File: src/sv/stt_pkg.sv
// Shared constants, token kind codes and keyword table for the source text tokenizer.
package stt_pkg;

  localparam int POSITION_BITS_DEF = 24;
  localparam int VALUE_BITS_DEF    = 32;
  localparam int QUEUE_DEPTH       = 4;

  localparam int KIND_BITS  = 4;
  localparam int CHAR_BITS  = 8;
  localparam int NAME_CHARS = 7;
  localparam int KW_COUNT   = 8;

  localparam logic [3:0] KIND_CHAR    = 4'd0;
  localparam logic [3:0] KIND_LITERAL = 4'd1;
  localparam logic [3:0] KIND_NAME    = 4'd2;
  localparam logic [3:0] KIND_LET     = 4'd3;
  localparam logic [3:0] KIND_SET     = 4'd4;
  localparam logic [3:0] KIND_WHILE   = 4'd5;
  localparam logic [3:0] KIND_IF      = 4'd6;
  localparam logic [3:0] KIND_ELIF    = 4'd7;
  localparam logic [3:0] KIND_ELSE    = 4'd8;
  localparam logic [3:0] KIND_FUNC    = 4'd9;
  localparam logic [3:0] KIND_RETURN  = 4'd10;
  localparam logic [3:0] KIND_GE      = 4'd11;
  localparam logic [3:0] KIND_LE      = 4'd12;
  localparam logic [3:0] KIND_EQ      = 4'd13;

  localparam logic [7:0] CH_ZERO  = 8'h30;
  localparam logic [7:0] CH_NINE  = 8'h39;
  localparam logic [7:0] CH_LC_A  = 8'h61;
  localparam logic [7:0] CH_LC_Z  = 8'h7a;
  localparam logic [7:0] CH_UC_A  = 8'h41;
  localparam logic [7:0] CH_UC_Z  = 8'h5a;
  localparam logic [7:0] CH_UNDER = 8'h5f;
  localparam logic [7:0] CH_SPACE = 8'h20;
  localparam logic [7:0] CH_TAB   = 8'h09;
  localparam logic [7:0] CH_LF    = 8'h0a;
  localparam logic [7:0] CH_GT    = 8'h3e;
  localparam logic [7:0] CH_LT    = 8'h3c;
  localparam logic [7:0] CH_EQ    = 8'h3d;

  // first character in the low byte
  localparam logic [55:0] KW_TEXT [KW_COUNT] = '{
    56'h0000000074656c,   // let
    56'h00000000746573,   // set
    56'h0000656c696877,   // while
    56'h00000000006669,   // if
    56'h00000066696c65,   // elif
    56'h00000065736c65,   // else
    56'h000000636e7566,   // func
    56'h006e7275746572    // return
  };
  localparam logic [2:0] KW_LEN [KW_COUNT] = '{
    3'd3, 3'd3, 3'd5, 3'd2, 3'd4, 3'd4, 3'd4, 3'd6
  };
  localparam logic [3:0] KW_KIND [KW_COUNT] = '{
    KIND_LET, KIND_SET, KIND_WHILE, KIND_IF, KIND_ELIF, KIND_ELSE, KIND_FUNC, KIND_RETURN
  };

  function automatic logic [3:0] name_kind(input logic [55:0] prefix, input logic [2:0] len);
    logic [3:0] kind;
    kind = KIND_NAME;
    for (int k = 0; k < KW_COUNT; k++) begin
      if (len == KW_LEN[k] && prefix == KW_TEXT[k]) begin
        kind = KW_KIND[k];
      end
    end
    return kind;
  endfunction

endpackage

File: src/sv/stt_text_if.sv
// Source byte channel: valid/ready handshake carrying one text byte per request.
interface stt_text_if;
  logic       valid;
  logic       ready;
  logic [7:0] ch;
  logic       restart;

  modport source (output valid, output ch, output restart, input ready);
  modport sink   (input valid, input ch, input restart, output ready);
endinterface

File: src/sv/stt_token_if.sv
// Token channel: valid/ready handshake carrying one token record per request.
interface stt_token_if #(
  parameter int POSITION_BITS = stt_pkg::POSITION_BITS_DEF,
  parameter int VALUE_BITS    = stt_pkg::VALUE_BITS_DEF
);
  logic                     valid;
  logic                     ready;
  logic [3:0]               token_kind;
  logic [7:0]               char_code;
  logic [VALUE_BITS-1:0]    literal_value;
  logic [POSITION_BITS-1:0] line_number;
  logic [POSITION_BITS-1:0] start_offset;
  logic [POSITION_BITS-1:0] end_offset;
  logic                     last;

  modport source (output valid, output token_kind, output char_code, output literal_value,
                  output line_number, output start_offset, output end_offset, output last,
                  input ready);
  modport sink   (input valid, input token_kind, input char_code, input literal_value,
                  input line_number, input start_offset, input end_offset, input last,
                  output ready);
endinterface

File: src/sv/stt_front.sv
// Scanner front end: accepts bytes, tracks the pending token and emits up to two records.
module stt_front #(
  parameter int POSITION_BITS = stt_pkg::POSITION_BITS_DEF,
  parameter int VALUE_BITS    = stt_pkg::VALUE_BITS_DEF,
  parameter int REC_BITS      = 4 + 8 + VALUE_BITS + 3 * POSITION_BITS + 1
) (
  input  logic                clk,
  input  logic                rst,
  stt_text_if.sink            text,
  input  logic                space,
  output logic [1:0]          push_count,
  output logic [REC_BITS-1:0] rec0,
  output logic [REC_BITS-1:0] rec1
);
  import stt_pkg::*;

  typedef enum logic [5:0] {
    MODE_IDLE = 6'b000001,
    MODE_NUM  = 6'b000010,
    MODE_NAME = 6'b000100,
    MODE_GT   = 6'b001000,
    MODE_LT   = 6'b010000,
    MODE_EQ   = 6'b100000
  } scan_mode_t;

  localparam logic [POSITION_BITS-1:0] POS_ONE = POSITION_BITS'(1);

  scan_mode_t               mode, mode_next, mode_e;
  logic [VALUE_BITS-1:0]    acc, acc_next;
  logic [55:0]              prefix, prefix_next;
  logic [2:0]               len, len_next;
  logic [POSITION_BITS-1:0] line, line_next, line_e;
  logic [POSITION_BITS-1:0] offset, off_e;
  logic [POSITION_BITS-1:0] tstart, tstart_next;
  logic [POSITION_BITS-1:0] tline, tline_next;

  logic       accept, used, is_dig, is_alp, is_word;
  logic       a_en, b_en;
  logic [3:0] a_kind;
  logic [7:0] a_code;
  logic [VALUE_BITS-1:0]    a_val;
  logic [POSITION_BITS-1:0] a_end;

  function automatic logic [REC_BITS-1:0] pack(
    input logic [3:0] kind, input logic [7:0] code, input logic [VALUE_BITS-1:0] val,
    input logic [POSITION_BITS-1:0] ln, input logic [POSITION_BITS-1:0] st,
    input logic [POSITION_BITS-1:0] en, input logic lst);
    return {kind, code, val, ln, st, en, lst};
  endfunction

  assign text.ready = space;
  assign accept     = text.valid && space;

  always_comb begin
    mode_e  = text.restart ? MODE_IDLE : mode;
    line_e  = text.restart ? '0 : line;
    off_e   = text.restart ? '0 : offset;
    is_dig  = text.ch >= CH_ZERO && text.ch <= CH_NINE;
    is_alp  = (text.ch >= CH_LC_A && text.ch <= CH_LC_Z) ||
              (text.ch >= CH_UC_A && text.ch <= CH_UC_Z);
    is_word = is_alp || is_dig || text.ch == CH_UNDER;

    used        = 1'b0;
    a_en        = 1'b0;
    a_kind      = KIND_CHAR;
    a_code      = '0;
    a_val       = '0;
    a_end       = off_e;
    b_en        = 1'b0;
    acc_next    = acc;
    prefix_next = prefix;
    len_next    = len;
    line_next   = line_e;
    tstart_next = tstart;
    tline_next  = tline;

    case (mode_e)
      MODE_NUM: begin
        if (is_dig) begin
          acc_next = {acc[VALUE_BITS-4:0], 3'b000} + {acc[VALUE_BITS-2:0], 1'b0} +
                     VALUE_BITS'(text.ch[3:0]);
          used = 1'b1;
        end else begin
          a_en   = 1'b1;
          a_kind = KIND_LITERAL;
          a_val  = acc;
        end
      end
      MODE_NAME: begin
        if (is_word) begin
          if (len != 3'(NAME_CHARS)) begin
            for (int i = 0; i < NAME_CHARS; i++) begin
              if (len == 3'(i)) begin
                prefix_next[8*i +: 8] = text.ch;
              end
            end
            len_next = len + 3'd1;
          end
          used = 1'b1;
        end else begin
          a_en   = 1'b1;
          a_kind = name_kind(prefix, len);
        end
      end
      MODE_GT, MODE_LT, MODE_EQ: begin
        a_en = 1'b1;
        if (text.ch == CH_EQ) begin
          a_kind = (mode_e == MODE_GT) ? KIND_GE : (mode_e == MODE_LT) ? KIND_LE : KIND_EQ;
          a_end  = off_e + POS_ONE;
          used   = 1'b1;
        end else begin
          a_code = (mode_e == MODE_GT) ? CH_GT : (mode_e == MODE_LT) ? CH_LT : CH_EQ;
        end
      end
      default: ;
    endcase

    mode_next = (mode_e != MODE_IDLE && (!used || a_en)) ? MODE_IDLE : mode_e;

    if (!used) begin
      if (is_dig) begin
        mode_next   = MODE_NUM;
        tstart_next = off_e;
        tline_next  = line_e;
        acc_next    = VALUE_BITS'(text.ch[3:0]);
      end else if (is_alp || text.ch == CH_UNDER) begin
        mode_next   = MODE_NAME;
        tstart_next = off_e;
        tline_next  = line_e;
        prefix_next = 56'(text.ch);
        len_next    = 3'd1;
      end else if (text.ch == CH_SPACE || text.ch == CH_TAB) begin
        mode_next = mode_next;
      end else if (text.ch == CH_LF) begin
        line_next = line_e + POS_ONE;
      end else if (text.ch == CH_GT || text.ch == CH_LT || text.ch == CH_EQ) begin
        mode_next   = (text.ch == CH_GT) ? MODE_GT : (text.ch == CH_LT) ? MODE_LT : MODE_EQ;
        tstart_next = off_e;
        tline_next  = line_e;
      end else begin
        b_en = 1'b1;
      end
    end

    push_count = accept ? (2'(a_en) + 2'(b_en)) : 2'd0;
    rec1 = pack(KIND_CHAR, text.ch, '0, line_e, off_e, off_e + POS_ONE, 1'b1);
    rec0 = a_en ? pack(a_kind, a_code, a_val, tline, tstart, a_end, !b_en) : rec1;
  end

  always_ff @(posedge clk) begin
    if (rst) begin
      mode   <= MODE_IDLE;
      line   <= '0;
      offset <= '0;
    end else if (accept) begin
      mode   <= mode_next;
      line   <= line_next;
      offset <= off_e + POS_ONE;
    end
  end

  always_ff @(posedge clk) begin
    if (accept) begin
      acc    <= acc_next;
      prefix <= prefix_next;
      len    <= len_next;
      tstart <= tstart_next;
      tline  <= tline_next;
    end
  end

endmodule

File: src/sv/stt_queue.sv
// Token record queue between scanner and output stage: two writes, one read per cycle.
module stt_queue #(
  parameter int DATA_BITS = 8
) (
  input  logic                 clk,
  input  logic                 rst,
  input  logic [1:0]           push_count,
  input  logic [DATA_BITS-1:0] rec0,
  input  logic [DATA_BITS-1:0] rec1,
  output logic                 space,
  input  logic                 pop,
  output logic                 q_valid,
  output logic [DATA_BITS-1:0] q_data
);
  import stt_pkg::*;

  localparam int PTR_BITS = $clog2(QUEUE_DEPTH);

  logic [DATA_BITS-1:0] mem [QUEUE_DEPTH];
  logic [PTR_BITS-1:0]  wr_ptr, rd_ptr, wr_ptr_inc;
  logic [PTR_BITS:0]    count, count_next;

  assign wr_ptr_inc = wr_ptr + PTR_BITS'(1);
  assign space      = count <= (PTR_BITS + 1)'(QUEUE_DEPTH - 2);
  assign q_valid    = count != '0;
  assign q_data     = mem[rd_ptr];
  assign count_next = count + (PTR_BITS + 1)'(push_count) - (PTR_BITS + 1)'(pop);

  always_ff @(posedge clk) begin
    if (rst) begin
      wr_ptr <= '0;
      rd_ptr <= '0;
      count  <= '0;
    end else begin
      wr_ptr <= wr_ptr + PTR_BITS'(push_count);
      if (pop) begin
        rd_ptr <= rd_ptr + PTR_BITS'(1);
      end
      count <= count_next;
    end
  end

  always_ff @(posedge clk) begin
    if (push_count != 2'd0) begin
      mem[wr_ptr] <= rec0;
    end
    if (push_count == 2'd2) begin
      mem[wr_ptr_inc] <= rec1;
    end
  end

  a_no_overflow: assert property (@(posedge clk) disable iff (rst)
    count <= (PTR_BITS + 1)'(QUEUE_DEPTH)) else $error("queue overflow");
  a_push_needs_space: assert property (@(posedge clk) disable iff (rst)
    push_count != 2'd0 |-> space) else $error("push without space");
  a_push_width: assert property (@(posedge clk) disable iff (rst)
    push_count != 2'd3) else $error("more than two records in one request");
  a_pop_nonempty: assert property (@(posedge clk) disable iff (rst)
    pop |-> q_valid) else $error("pop from empty queue");

endmodule

File: src/sv/stt_back.sv
// Output stage: registers one token record at a time and drives the token channel.
module stt_back #(
  parameter int POSITION_BITS = stt_pkg::POSITION_BITS_DEF,
  parameter int VALUE_BITS    = stt_pkg::VALUE_BITS_DEF,
  parameter int REC_BITS      = 4 + 8 + VALUE_BITS + 3 * POSITION_BITS + 1
) (
  input  logic                clk,
  input  logic                rst,
  input  logic                q_valid,
  input  logic [REC_BITS-1:0] q_data,
  output logic                pop,
  stt_token_if.source         tokens
);
  logic                valid;
  logic [REC_BITS-1:0] data;

  assign pop = q_valid && (!valid || tokens.ready);
  assign tokens.valid = valid;
  assign {tokens.token_kind, tokens.char_code, tokens.literal_value, tokens.line_number,
          tokens.start_offset, tokens.end_offset, tokens.last} = data;

  always_ff @(posedge clk) begin
    if (rst) begin
      valid <= 1'b0;
    end else if (pop) begin
      valid <= 1'b1;
    end else if (tokens.ready) begin
      valid <= 1'b0;
    end
  end

  always_ff @(posedge clk) begin
    if (pop) begin
      data <= q_data;
    end
  end

endmodule

File: src/sv/source_text_tokenizer.sv
// Source text tokenizer top level: scanner, record queue and output register.
//
// Usage: source bytes arrive on the text channel, one per request, with
// restart set on the first byte of a new text; a zero byte ends the text and
// comes out as a single-character token. Tokens leave on the tokens channel,
// one per request; last marks the final token caused by a given byte.
// Path: a token caused by an accepted byte is written into the queue and
// then into the output register, from which it is offered.
// Throughput: one byte per cycle while the queue has room; the output register
// moves one token per cycle while ready is high, and the four-entry queue
// absorbs the two tokens from a byte that closes a pending token and yields its own.
// The text channel is ready while the queue has room for two records.
// Stalls: when the receiver holds ready low the token stays registered, the
// queue fills and the text channel then drops ready; no token is lost.
// Reset clears the scanner mode, line and offset counters, the queue and the
// output register; the block takes bytes in the first cycle after reset.
module source_text_tokenizer #(
  parameter int POSITION_BITS = stt_pkg::POSITION_BITS_DEF,
  parameter int VALUE_BITS    = stt_pkg::VALUE_BITS_DEF
) (
  input logic         clk,
  input logic         rst,
  stt_text_if.sink    text,
  stt_token_if.source tokens
);
  localparam int REC_BITS = 4 + 8 + VALUE_BITS + 3 * POSITION_BITS + 1;

  logic [1:0]          push_count;
  logic [REC_BITS-1:0] rec0, rec1, q_data;
  logic                space, pop, q_valid;

  stt_front #(
    .POSITION_BITS(POSITION_BITS),
    .VALUE_BITS   (VALUE_BITS),
    .REC_BITS     (REC_BITS)
  ) u_front (
    .clk       (clk),
    .rst       (rst),
    .text      (text),
    .space     (space),
    .push_count(push_count),
    .rec0      (rec0),
    .rec1      (rec1)
  );

  stt_queue #(
    .DATA_BITS(REC_BITS)
  ) u_queue (
    .clk       (clk),
    .rst       (rst),
    .push_count(push_count),
    .rec0      (rec0),
    .rec1      (rec1),
    .space     (space),
    .pop       (pop),
    .q_valid   (q_valid),
    .q_data    (q_data)
  );

  stt_back #(
    .POSITION_BITS(POSITION_BITS),
    .VALUE_BITS   (VALUE_BITS),
    .REC_BITS     (REC_BITS)
  ) u_back (
    .clk    (clk),
    .rst    (rst),
    .q_valid(q_valid),
    .q_data (q_data),
    .pop    (pop),
    .tokens (tokens)
  );

endmodule
File: src/flat_wrapper.sv
// flat-port wrapper written by rule: the top's interface ports become plain ports
module source_text_tokenizer_flat 
#(
  parameter int POSITION_BITS = stt_pkg::POSITION_BITS_DEF,
  parameter int VALUE_BITS    = stt_pkg::VALUE_BITS_DEF
)
  (clk, rst, text_valid, text_ch, text_restart, text_ready, tokens_valid, tokens_token_kind, tokens_char_code, tokens_literal_value, tokens_line_number, tokens_start_offset, tokens_end_offset, tokens_last, tokens_ready);
  stt_text_if text_i ();
  stt_token_if #(.POSITION_BITS(POSITION_BITS), .VALUE_BITS(VALUE_BITS)) tokens_i ();
  input logic clk;
  input logic rst;
  input wire logic [$bits(text_i.valid)-1:0] text_valid;
  input wire logic [$bits(text_i.ch)-1:0] text_ch;
  input wire logic [$bits(text_i.restart)-1:0] text_restart;
  output wire logic [$bits(text_i.ready)-1:0] text_ready;
  output wire logic [$bits(tokens_i.valid)-1:0] tokens_valid;
  output wire logic [$bits(tokens_i.token_kind)-1:0] tokens_token_kind;
  output wire logic [$bits(tokens_i.char_code)-1:0] tokens_char_code;
  output wire logic [$bits(tokens_i.literal_value)-1:0] tokens_literal_value;
  output wire logic [$bits(tokens_i.line_number)-1:0] tokens_line_number;
  output wire logic [$bits(tokens_i.start_offset)-1:0] tokens_start_offset;
  output wire logic [$bits(tokens_i.end_offset)-1:0] tokens_end_offset;
  output wire logic [$bits(tokens_i.last)-1:0] tokens_last;
  input wire logic [$bits(tokens_i.ready)-1:0] tokens_ready;
  assign text_i.valid = text_valid;
  assign text_i.ch = text_ch;
  assign text_i.restart = text_restart;
  assign text_ready = text_i.ready;
  assign tokens_valid = tokens_i.valid;
  assign tokens_token_kind = tokens_i.token_kind;
  assign tokens_char_code = tokens_i.char_code;
  assign tokens_literal_value = tokens_i.literal_value;
  assign tokens_line_number = tokens_i.line_number;
  assign tokens_start_offset = tokens_i.start_offset;
  assign tokens_end_offset = tokens_i.end_offset;
  assign tokens_last = tokens_i.last;
  assign tokens_i.ready = tokens_ready;
  source_text_tokenizer #(.POSITION_BITS(POSITION_BITS), .VALUE_BITS(VALUE_BITS)) u_core (.clk(clk), .rst(rst), .text(text_i), .tokens(tokens_i));
endmodule
File: config.mk
export PLATFORM = sky130hd
export DESIGN_NAME = source_text_tokenizer_flat
export DESIGN_NICKNAME = d
export VERILOG_FILES = /design/src/sv/stt_pkg.sv /design/src/sv/stt_text_if.sv /design/src/sv/stt_token_if.sv /design/src/sv/stt_front.sv /design/src/sv/stt_queue.sv /design/src/sv/stt_back.sv /design/src/sv/source_text_tokenizer.sv /design/src/flat_wrapper.sv
export SDC_FILE = /design/constraint.sdc
export NUM_CORES = 1
export LEC_CHECK = 0
export BUFFER_PORTS_ARGS = -buffer_cell sky130_fd_sc_hd__buf_2
export CORE_ASPECT_RATIO = 2
export CORE_MARGIN = 4
export CORE_UTILIZATION = 40
export CTS_CLUSTER_DIAMETER = 60
export DETAILED_ROUTE_END_ITERATION = 10
export PLACE_DENSITY_LB_ADDON = 0.12
export SYNTH_ARGS = -nofsm -noshare
export SYNTH_HDL_FRONTEND = slang
export SYNTH_SLANG_ARGS = --single-unit
export TNS_END_PERCENT = 1
File: constraint.sdc
create_clock -name clk -period 10.9 [get_ports clk]
set_input_delay 0 -clock clk [delete_from_list [all_inputs] [get_ports clk]]
set_output_delay 0 -clock clk [all_outputs]
set_load 0.05 [all_outputs]
==> flow_summary.json, run 1 <==
{
  "post_cts_resized": 0,
  "wl_mm": 110.0,
  "cts.sinks": 786,
  "max_freq_mhz": 169.4,
  "portBuffers": 131,
  "r2r-start": "u_core.u_front.mode[3]$_SDFFE_PP0P_",
  "worstHoldPathCells": 5,
  "r2r_cells": 13,
  "synth_seq_area_share_pct": 58.84,
  "initialDrtViolationCount": 2232,
  "dieArea_mm2": 0.09655,
  "dp_hpwl_mm": 65.96,
  "timing.final.max_slew_violations": 0,
  "die_w_um": 221.7,
  "setup_viol": 0,
  "endpoint_kind": "flop",
  "diodes": 0,
  "worst_slew_pin_slew_ps": 1295,
  "vias": 26070,
  "io-pin-count": 132,
  "drive_above_1_share_pct": 15.38,
  "cts_tree": "yes",
  "synth_enable_flop_cells": 576,
  "grt_max_degree": 121,
  "syn2layout_area_growth_pct": 11.75,
  "worstHoldStart": "text_restart",
  "ant_nets": 0,
  "cp_max_fo": 56,
  "hold_class": "input pin to flop",
  "synthCells": 3005,
  "r2r_slack_ps": 5000,
  "p_leak_nw": 14.63,
  "rr_endpoint": "u_core.u_queue.mem[1][0]$_SDFFE_PP1P_",
  "antenna_found_initial": 1,
  "core_area_mm2": 0.09057,
  "start_kind": "flop",
  "grt_usage_pct": 22.02,
  "initial_core_util_pct": 40.35,
  "detail_route.wl_per_cell_um": 25.68,
  "drt_first_pass_iters": 5,
  "numCtsBuffers": 73,
  "power_mw": 9.388,
  "clk_pin_slew_ps": 80,
  "yosys_register_bits": 786,
  "crit_buf_inv": 4,
  "worst-setup-path-type": "flop to flop",
  "finalHoldViolations": 0,
  "final_nets": 3127,
  "avgViaCountPerCell": 6.083,
  "cpLargestDelayFamily": "simple AND/OR/NAND/NOR gates",
  "yosysWarningCount": 0,
  "post-route-period-util_pct": 54.14,
  "holdPathEnd": "u_core.u_front.line[18]$_SDFFE_PP0P_",
  "gp_congestion": 0.8728,
  "drc_errors": 0,
  "fp.dieH_um": 435.5,
  "grt_pass1_wl_mm": 164.4,
  "clk_latency_ps": 670,
  "synth_area_mm2": 0.03654,
  "cpPeakStageDelay_ps": 760,
  "crit_slowest_cell": "o21ai_1",
  "tns_ps": 0,
  "fin_skew_ps": 31.39,
  "cp.required_ps": 11440,
  "arrival_ps": 6440,
  "ys.flop_type": "edfxtp_1",
  "period_needed_ps": 5902,
  "status": "completed",
  "synth_cell_types": 85,
  "grt_pass1_vias": 27090,
  "ys_async_sr_fraction_pct": 0,
  "slew-limit-headroom_pct": 13.48,
  "final_common_cell": "edfxtp_1",
  "path_cells": "or4_4, nor4b_2, nor2b_4, nor3b_4, inv_4, ha_1, o21ai_1, nor2_4, buf_4, nor2_4, clkinv_2, buf_4, o22a_1",
  "clock_path_buffers": 3,
  "fp-row-count": 156,
  "vdd_drop_max_v": 0.0004671,
  "layout_common_cells": "edfxtp_1, nand2_1, o21ai_0, nor2_1, dfxtp_1",
  "grt_overflow_total": 0,
  "syn-num-nets": 3090,
  "rsz0062_at_grt": "no",
  "power_density_mw_per_mm2": 229.9,
  "syn_area_per_cell_um2": 12.16,
  "cts_root_buffer": "clkbuf_16",
  "ctsHtreeMaxLevel": 3,
  "drv_cap": 0
}
[synth_stat cells, types with 7 or more instances]
library cell	number	area share, %
a211oi_1	46	0.94
a21o_1	36	0.74
a21oi_1	149	2.0
a221oi_1	15	0.36
a22oi_1	20	0.41
a311oi_1	7	0.17
a31oi_1	7	0.12
a32o_1	136	3.7
and2_1	14	0.24
and3_1	33	0.56
buf_1	21	0.22
buf_2	24	0.33
buf_4	8	0.16
clkbuf_1	170	1.7
dfxtp_1	210	12
edfxtp_1	576	47
ha_1	69	2.4
inv_1	72	0.74
mux2i_1	45	1.2
mux4_2	117	7.2
nand2_1	287	2.9
nand2b_1	57	0.98
nand3_1	32	0.44
nand4_1	23	0.39
nor2_1	219	2.2
nor2b_1	9	0.15
nor3_1	43	0.59
nor3b_1	7	0.14
nor4_1	13	0.22
o21a_1	7	0.14
o21ai_0	256	3.5
o22ai_1	91	1.6
or2_2	7	0.12
or3_1	14	0.24
xnor2_1	27	0.65
xor2_1	25	0.60
[worst max-delay path by stage]
| stage | start | endpoint | slack [ps] | cells past startpoint |
|---|---|---|---|---|
| floorplan | u_core.u_back.tokens.valid$_SDFFE_PP0P_ | u_core.u_queue.count[2]$_SDFF_PP0_ | 2670 | 9 |
| global placement | u_core.u_front.mode[3]$_SDFFE_PP0P_ | u_core.u_queue.mem[1][65]$_DFFE_PP_ | 5140 | 12 |
| detailed placement | u_core.u_front.mode[3]$_SDFFE_PP0P_ | u_core.u_queue.mem[1][0]$_SDFFE_PP1P_ | 4960 | 13 |
| CTS | u_core.u_front.mode[3]$_SDFFE_PP0P_ | u_core.u_queue.mem[1][0]$_SDFFE_PP1P_ | 4930 | 13 |
| global route | u_core.u_front.mode[3]$_SDFFE_PP0P_ | u_core.u_queue.mem[1][0]$_SDFFE_PP1P_ | 4670 | 13 |
| finish | u_core.u_front.mode[3]$_SDFFE_PP0P_ | u_core.u_queue.mem[1][0]$_SDFFE_PP1P_ | 5000 | 13 |
[cells by family after synthesis]
logic type                 after synthesis  share of synthesized area, %
AOI/OAI and AO/OA                      813                         14.73
xor gates and xnor gates                52                         1.246
adders and majority gates               72                         2.527
buffers and inverters                  299                         3.242
DFF                                    786                         58.84
muxes                                  168                         8.628
and+or+nand+nor                        815                         10.80
[sequential cells by signal (all words and copies together), names as in the netlist, named ones only]
| name | count |
|---|---|
| u_core.u_queue.mem | 468 |
| u_core.u_back.data | 117 |
| u_core.u_front.prefix | 56 |
| u_core.u_front.line | 24 |
| u_core.u_front.offset | 24 |
| u_core.u_front.tline | 24 |
| u_core.u_front.tstart | 24 |
| u_core.u_front.acc | 13 |
| u_core.u_front.mode | 6 |
| u_core.u_front.len | 3 |
| u_core.u_queue.count | 3 |
| u_core.u_queue.rd_ptr | 2 |
| u_core.u_queue.wr_ptr | 2 |
| u_core.u_back.tokens.valid | 1 |
[per-layer routing]
metal	track usage [%]	routed length (um)	part of all wire [%]	vias to the layer above
li1	-	-	-	11590
met1	24.20	39220	36	13050
met2	41.32	59060	54	1126
met3	2.999	6175	5.6	310
met4	10.89	5587	5.1	0
met5	0	0	0	-
[report_power, final]
| part | leakage, nW | switching, mW | internal [mW] |
|---|---|---|---|
| Clock | 1.18 | 1.19 | 1.48 |
| Sequential | 7.69 | 0.255 | 3.77 |
| Combinational | 5.77 | 1.94 | 0.754 |
| Total | 14.6 | 3.38 | 6.01 |
[through the flow]
step	setup WS [ps]	util [%]	hold WS (ps)	area [um2]	cells
2_1_floorplan	2666	-	179.6	36540	3005
3_3_place_gp	5140	42.27	310.1	38290	4140
3_5_place_dp	4964	42.27	317.3	38290	4140
4_1_cts	4930	45.09	54.90	40840	4286
5_1_grt	4669	45.09	165.4	40840	4286
6_report	4998	45.09	132.1	40840	4286
[what timing repair did]
item                      CTS  global route
hold endpoints to repair  103             0
setup buffers               0             0
hold buffers               12             0
[tightest hold or removal path, cell delays in order]
cell	delay, ps
buf_2	110
buf_4	380
a21oi_1	80
nor2_1	90
a211oi_1	70
[cell type report]
cell class	instances	area (um2)
fill	8335	49730
sequential	786	21510
multi-input combinational	1920	14000
clock buffer	99	2016
tap	1185	1483
timing repair buffer	185	1116
clock inverter	35	415.4
inverter	76	297.8
(Power assumes the default switching activity.)
==> run 2, diff against run 1 <==
==> constraint.sdc (replaced) <==
create_clock -name clk -period 4.8 [get_ports clk]
set_input_delay 0 -clock clk [delete_from_list [all_inputs] [get_ports clk]]
set_output_delay 0 -clock clk [all_outputs]
set_load 0.05 [all_outputs]
==> run 2 against run 1 <==
  * Clock power grew 120%
  * Register-to-register slack worse by 4700 ps
  * Worst hold slack improved by 110 ps
  * First-iteration DRC count up 2.1%
  * Largest power group unchanged
  * Sequential share of layout area decreased by 0.55 points
==> flow_summary.json, run 2 (synthesis results as in run 1) <==
{
  "status": "completed",
  "hold_class": "input pin to flop",
  "grt_pass1_wl_mm": 168.4,
  "vdd_drop_max_v": 0.0006450,
  "drive_above_1_share_pct": 16.40,
  "cts_root_buffer": "clkbuf_16",
  "ctsHtreeMaxLevel": 3,
  "seq_area_mm2": 0.02151,
  "grt_pass1_vias": 27010,
  "cp_max_fo": 47,
  "vias": 26200,
  "fin_skew_ps": 27.81,
  "grt_overflow_total": 0,
  "largest_register_ffs": 468,
  "wl_mm": 112.5,
  "drv_cap": 0,
  "syn2layout_area_growth_pct": 12.94,
  "grt_max_degree": 120,
  "holdPathEnd": "u_core.u_back.tokens.valid$_SDFFE_PP0P_",
  "ant_nets": 0,
  "fp.dieH_um": 435.5,
  "numCtsBuffers": 74,
  "p_leak_nw": 14.87,
  "power_density_mw_per_mm2": 517.6,
  "grt_usage_pct": 22.67,
  "pre_cts_slack_ps": 147.5,
  "cts_tree": "yes",
  "portBuffers": 131,
  "final_common_cell": "edfxtp_1",
  "rsz0062_at_grt": "no",
  "power_mw": 21.36,
  "dp_hpwl_mm": 70.63,
  "final_nets": 3169,
  "cts.sinks": 786,
  "critPathLaunch": "u_core.u_front.mode[0]$_SDFFE_PP1P_",
  "n_fill_cell": 8270,
  "post-route-period-util_pct": 93.57,
  "r2r_cells": 11,
  "avgViaCountPerCell": 6.044,
  "cts_setup_buffers": 0,
  "timing.hold.ws_ps": 242.4,
  "detail_route.wl_per_cell_um": 25.96,
  "fin_util_pct": 45.57,
  "multiInputGateArea_mm2": 0.01399,
  "setup_viol": 0,
  "top_regs": "u_core.u_queue.mem: 468 flops, u_core.u_back.data: 117 flops, u_core.u_front.prefix: 56 flops",
  "rr_endpoint": "u_core.u_queue.mem[1][33]$_DFFE_PP_",
  "dieArea_mm2": 0.09655,
  "clock_path_buffers": 3,
  "tns_ps": 0,
  "r2r-start": "u_core.u_front.mode[0]$_SDFFE_PP1P_",
  "endpoint_kind": "flop",
  "core_area_mm2": 0.09057,
  "period_needed_ps": 4492,
  "finalHoldViolations": 0,
  "gp_congestion": 0.8885,
  "clk_pin_slew_ps": 60,
  "worst_slew_pin_slew_ps": 1180,
  "initialDrtViolationCount": 2278,
  "r2r_slack_ps": 310,
  "drc_errors": 0,
  "fp-row-count": 156,
  "antenna_found_initial": 2,
  "drt_first_pass_iters": 5,
  "layout_common_cells": "edfxtp_1, nand2_1, o21ai_0, nor2_1, dfxtp_1",
  "top_register": "u_core.u_queue.mem",
  "max_freq_mhz": 222.6,
  "clk_latency_ps": 680,
  "io-pin-count": 132,
  "setup_slack_ps": 308.5,
  "worstHoldStart": "tokens_ready",
  "timing.final.max_slew_violations": 0,
  "die_w_um": 221.7,
  "arrival_ps": 4870,
  "initial_core_util_pct": 40.35,
  "slew-limit-headroom_pct": 21.34,
  "worstHoldPathCells": 5,
  "start_kind": "flop",
  "cp.required_ps": 5170,
  "worst-setup-path-type": "flop to flop"
}
[run 2: cell types whose count changed in the layout (fill, tap and decap cells not counted), sizes merged]
cell      delta
buf         +41
bufinv       -3
clkbuf       +4
clkinv       +7
clkinvlp     -3
diode        +3
inv          -1
[run 2: final cells by class]
cell class                 instances  share of cell area (%)
inverter                          76                  0.7215
multi-input combinational       1920                   33.89
sequential                       786                   52.11
clock buffer                     103                   5.096
tap                             1185                   3.593
antenna                            3                 0.01819
timing repair buffer             226                   3.784
clock inverter                    35                  0.7791
[run 2: per-layer routing]
layer	vias up	GRT usage (%)	wire length, um
li1	11700	-	-
met1	13150	25.12	40130
met2	1054	43.02	61000
met3	299	3.188	6351
met4	0	9.591	5006
met5	-	0	0
[run 2: how the worst max path moves through the flow]
stage                                           to  slack (ps)  depth (start not counted)
3_5_place_dp   u_core.u_queue.mem[1][41]$_DFFE_PP_         150                         11
2_1_floorplan    u_core.u_front.tline[0]$_DFFE_PP_        -880                          5
3_3_place_gp    u_core.u_queue.mem[3][1]$_DFFE_PP_         320                         11
4_1_cts        u_core.u_queue.mem[1][41]$_DFFE_PP_         110                         11
5_1_grt        u_core.u_queue.mem[1][34]$_DFFE_PP_         150                         11
6_report       u_core.u_queue.mem[1][33]$_DFFE_PP_         310                         11
[run 2: what timing repair did]
item                                   in CTS  in global routing
resized for setup                           0                  1
hold buffers                               12                  0
endpoints found under the hold margin      69                  0
setup endpoints to repair                   0                 95
[run 2: where the power goes]
group / internal (mW) / switching, mW / leakage, nW
logic: 1.78 / 4.37 / 5.99
clock network: 3.31 / 2.69 / 1.19
registers: 8.57 / 0.642 / 7.69
total: 13.7 / 7.70 / 14.9
[run 2: critical path, cell delays in order, from the launching register on]
cell     delay [ps]
dfxtp_1         330
nor4_1          650
o21ai_0         430
nor2_4          380
nor4_1          110
ha_1            450
o21ai_2         510
nor2_4          100
buf_4           250
a21oi_4         160
buf_4           580
o21ai_0         210
[run 2: metrics by stage]
stage | instances | instance area (um2)
floorplan | 3005 | 36560
global placement | 4181 | 38710
detailed placement | 4181 | 38710
CTS | 4331 | 41260
global route | 4332 | 41270
finish | 4334 | 41270
==> run 3, diff against run 2 <==
--- a/config.mk
+++ b/config.mk
@@ -5,6 +5,7 @@
 export SDC_FILE = /design/constraint.sdc
 export NUM_CORES = 1
 export LEC_CHECK = 0
+export ABC_AREA = 1
 export BUFFER_PORTS_ARGS = -buffer_cell sky130_fd_sc_hd__buf_2
 export CORE_ASPECT_RATIO = 2
 export CORE_MARGIN = 4
==> run 3 against run 2 <==
  * Combinational power is 33% higher
  * Sequential share of layout area is 2.7 points lower
  * Synthesized area is 7.0% higher
  * Cell count is 37% higher
  * Die area is 6.8% higher
  * Total power is 11% higher
  * Register-to-register slack better by 1000 ps
  * Clock power is 2% higher
  * Critical path depth is 11 higher
  * Synthesized cell count is 53% higher
  * Highest routed layer is now met5
==> flow_summary.json, run 3 <==
{
  "rr_endpoint": "u_core.u_queue.mem[1][86]$_SDFFE_PP0P_",
  "r2r-start": "u_core.u_front.mode[5]$_SDFFE_PP0P_",
  "cts_tree": "yes",
  "drive_above_1_share_pct": 8.209,
  "crit_slowest_cell": "dlygate4sd3_1",
  "synth_top_area_cell": "edfxtp_1",
  "timing.final.max_slew_violations": 0,
  "multiInputGateArea_mm2": 0.01527,
  "top_register": "u_core.u_queue.mem",
  "setup_slack_ps": 1140,
  "synthCells": 4594,
  "cp_max_fo": 36,
  "gp_congestion": 0.9110,
  "drv_cap": 0,
  "slew-limit-headroom_pct": 25.60,
  "synth_common_cells": "nand2_1, o21ai_0, edfxtp_1",
  "die_w_um": 229.1,
  "yosys_register_bits": 786,
  "yosysMostFrequentCell": "nand2_1",
  "dieArea_mm2": 0.1032,
  "syn2layout_area_growth_pct": 11.35,
  "final_common_cell": "nand2_1",
  "synth-compound-area-share_pct": 13.26,
  "clock_path_buffers": 3,
  "clk_pin_slew_ps": 70,
  "cpLargestDelayFamily": "buffers and inverters",
  "ys.flop_type": "edfxtp_1",
  "grt_pass1_wl_mm": 194.4,
  "final_cells": 5922,
  "synth_enable_flop_cells": 576,
  "grt_usage_pct": 24.41,
  "fp-row-count": 162,
  "synth_seq_area_share_pct": 54.97,
  "synthSimpleGateAreaFrac_pct": 22.64,
  "synth_top_family_by_area": "simple AND/OR/NAND/NOR gates",
  "endpoint_kind": "flop",
  "ant_nets": 0,
  "avgViaCountPerCell": 5.535,
  "yosysWarningCount": 0,
  "rsz0062_at_grt": "no",
  "path_cells": "dlygate4sd3_1, buf_2, inv_2, nor2_1, nand2_1, nand3_1, nand2_4, inv_2, nor2_2, nor2_2, nand2_4, ha_1, inv_1, nor2_1, nor2_1, inv_1, nand2_1, nand2_4, clkinv_1, buf_4, nand2_1, o21ai_0",
  "r2r_cells": 17,
  "largest_register_ffs": 468,
  "drt_first_pass_iters": 5,
  "synthAdderAreaFrac_pct": 2.361,
  "period_needed_ps": 3660,
  "synth_cell_types": 52,
  "pre_cts_slack_ps": 987.8,
  "worstHoldPathCells": 3,
  "hold_class": "input pin to flop",
  "netlist.area_leader.share_pct": 44.22,
  "final_nets": 4714,
  "numCtsBuffers": 75,
  "p_leak_nw": 16.77,
  "start_kind": "input pin",
  "fp.dieH_um": 450.2,
  "post-route-period-util_pct": 76.24,
  "grt_max_degree": 124,
  "crit_buf_inv": 8,
  "synth.area.top_cells": "edfxtp_1, dfxtp_1, nand2_1",
  "power_density_mw_per_mm2": 545.2,
  "cts_root_buffer": "clkbuf_16",
  "dp_hpwl_mm": 81.41,
  "seq_area_mm2": 0.02151,
  "worst_slew_pin_slew_ps": 1115,
  "vdd_drop_max_v": 0.0004754,
  "worst-setup-path-type": "input pin to flop",
  "worstHoldStart": "rst",
  "clk_latency_ps": 680,
  "synth_area_mm2": 0.03911,
  "cts_setup_buffers": 0,
  "ctsHtreeMaxLevel": 3,
  "top_regs": "u_core.u_queue.mem: 468 flops, u_core.u_back.data: 117 flops, u_core.u_front.prefix: 56 flops",
  "fin_skew_ps": 29.20,
  "core_area_mm2": 0.09729,
  "layout_common_cells": "nand2_1, o21ai_0, edfxtp_1, nor2_1, nand3_1",
  "cpPeakStageDelay_ps": 520,
  "ys_async_sr_fraction_pct": 0,
  "cp.required_ps": 5400,
  "grt_overflow_total": 0,
  "r2r_slack_ps": 1350,
  "synthMuxAreaShare_pct": 0,
  "io-pin-count": 132,
  "drc_errors": 0,
  "syn_area_per_cell_um2": 8.514,
  "finalHoldViolations": 0,
  "grt_pass1_vias": 32680,
  "initial_core_util_pct": 40.20,
  "detail_route.wl_per_cell_um": 21.80,
  "holdPathEnd": "u_core.u_queue.wr_ptr[0]$_SDFF_PP0_",
  "vias": 32780,
  "antenna_found_initial": 4,
  "synth_xor_area_share_pct": 0.6206,
  "syn-num-nets": 4679,
  "status": "completed",
  "initialDrtViolationCount": 2382,
  "portBuffers": 131,
  "max_freq_mhz": 273.2,
  "cts.sinks": 786,
  "setup_viol": 0,
  "dp_cells": 5769,
  "arrival_ps": 4260,
  "n_fill_cell": 9738,
  "wl_mm": 129.1
}
## run 3: cell types whose count changed in the layout (fill, tap and decap cells not counted), moves of 35 or more
cell	before	now
a211oi_1	46	1
a21o_1	36	1
a21oi_1	145	87
a32o_1	136	0
inv_1	68	340
mux2i_1	45	0
mux4_2	117	0
nand2_1	287	984
nand2b_1	57	0
nand3_1	32	434
nor2_1	210	547
o21ai_0	256	691
o21ai_1	5	80
## run 3: worst max path at each step
stage,slack (ps),cells after the start,endpoint,start
4_1_cts,1140,22,u_core.u_queue.mem[1][91]$_SDFFE_PP0P_,text_ch[0]
6_report,1140,22,u_core.u_queue.mem[1][86]$_SDFFE_PP0P_,text_ch[0]
3_3_place_gp,1050,21,u_core.u_queue.mem[1][84]$_SDFFE_PP0P_,text_ch[0]
3_5_place_dp,990,21,u_core.u_queue.mem[1][91]$_SDFFE_PP0P_,text_ch[0]
2_1_floorplan,-370,4,u_core.u_front.tline[0]$_DFFE_PP_,u_core.u_queue.count[0]$_SDFF_PP0_
5_1_grt,780,22,u_core.u_queue.mem[1][92]$_SDFFE_PP0P_,text_ch[0]
## run 3: metrics by stage
stage                     power [mW]  util, %  cell area [um2]  hold WS [ps]  TNS, ps
final                          23.74    44.76            43550         360.5        0
after global routing           24.95    44.76            43550         354.9        0
after CTS                      23.99    44.76            43550         319.8        0
after detailed placement       17.82    42.07            40930         437.4        0
after global placement         17.77    42.07            40930         432.2        0
after floorplan                15.12        -            39130         218.2   -47340
## run 3: worst min-delay path, cell delays in order
cell	delay [ps]
dlygate4sd3_1	570
buf_2	280
nor2_1	140
## run 3: logic make-up (layout without fill, tap and decap cells)
group | after synthesis | after routing
buffers and inverters | 613 | 709
XOR/XNOR | 26 | 26
adder cells (fa/ha/maj) | 72 | 72
flip-flops | 786 | 786
other | 0 | 2
AND/OR/NAND/NOR | 2102 | 2102
AO/OA/AOI/OAI | 995 | 995
## run 3: final cells by class
class / instances / area share (%)
diodes: 2 / 0.01149
clock buffers: 107 / 5.111
clock inverters: 31 / 0.6062
inverters: 371 / 3.235
multi-input cells: 3195 / 35.06
flip-flops and latches: 786 / 49.39
well taps: 1230 / 3.534
repair buffers: 200 / 3.057
## run 3: layer usage
metal	track usage (%)	vias to the layer above	wire [um]
li1	-	15770	-
met1	25.29	15720	46050
met2	47.16	965	70060
met3	3.003	318	5565
met4	13.12	2	7422
met5	0	-	7
## run 3: repair_timing
item,in CTS,in global routing
hold buffers,13,0
gates resized for setup,0,0
endpoints found under the hold margin,93,0
## run 3: power by group
part           total (mW)  internal (mW)  switching (mW)
clock network        6.14           3.41            2.73
registers            9.42           8.83           0.594
logic                8.18           1.80            6.38
total                23.7           14.0            9.70
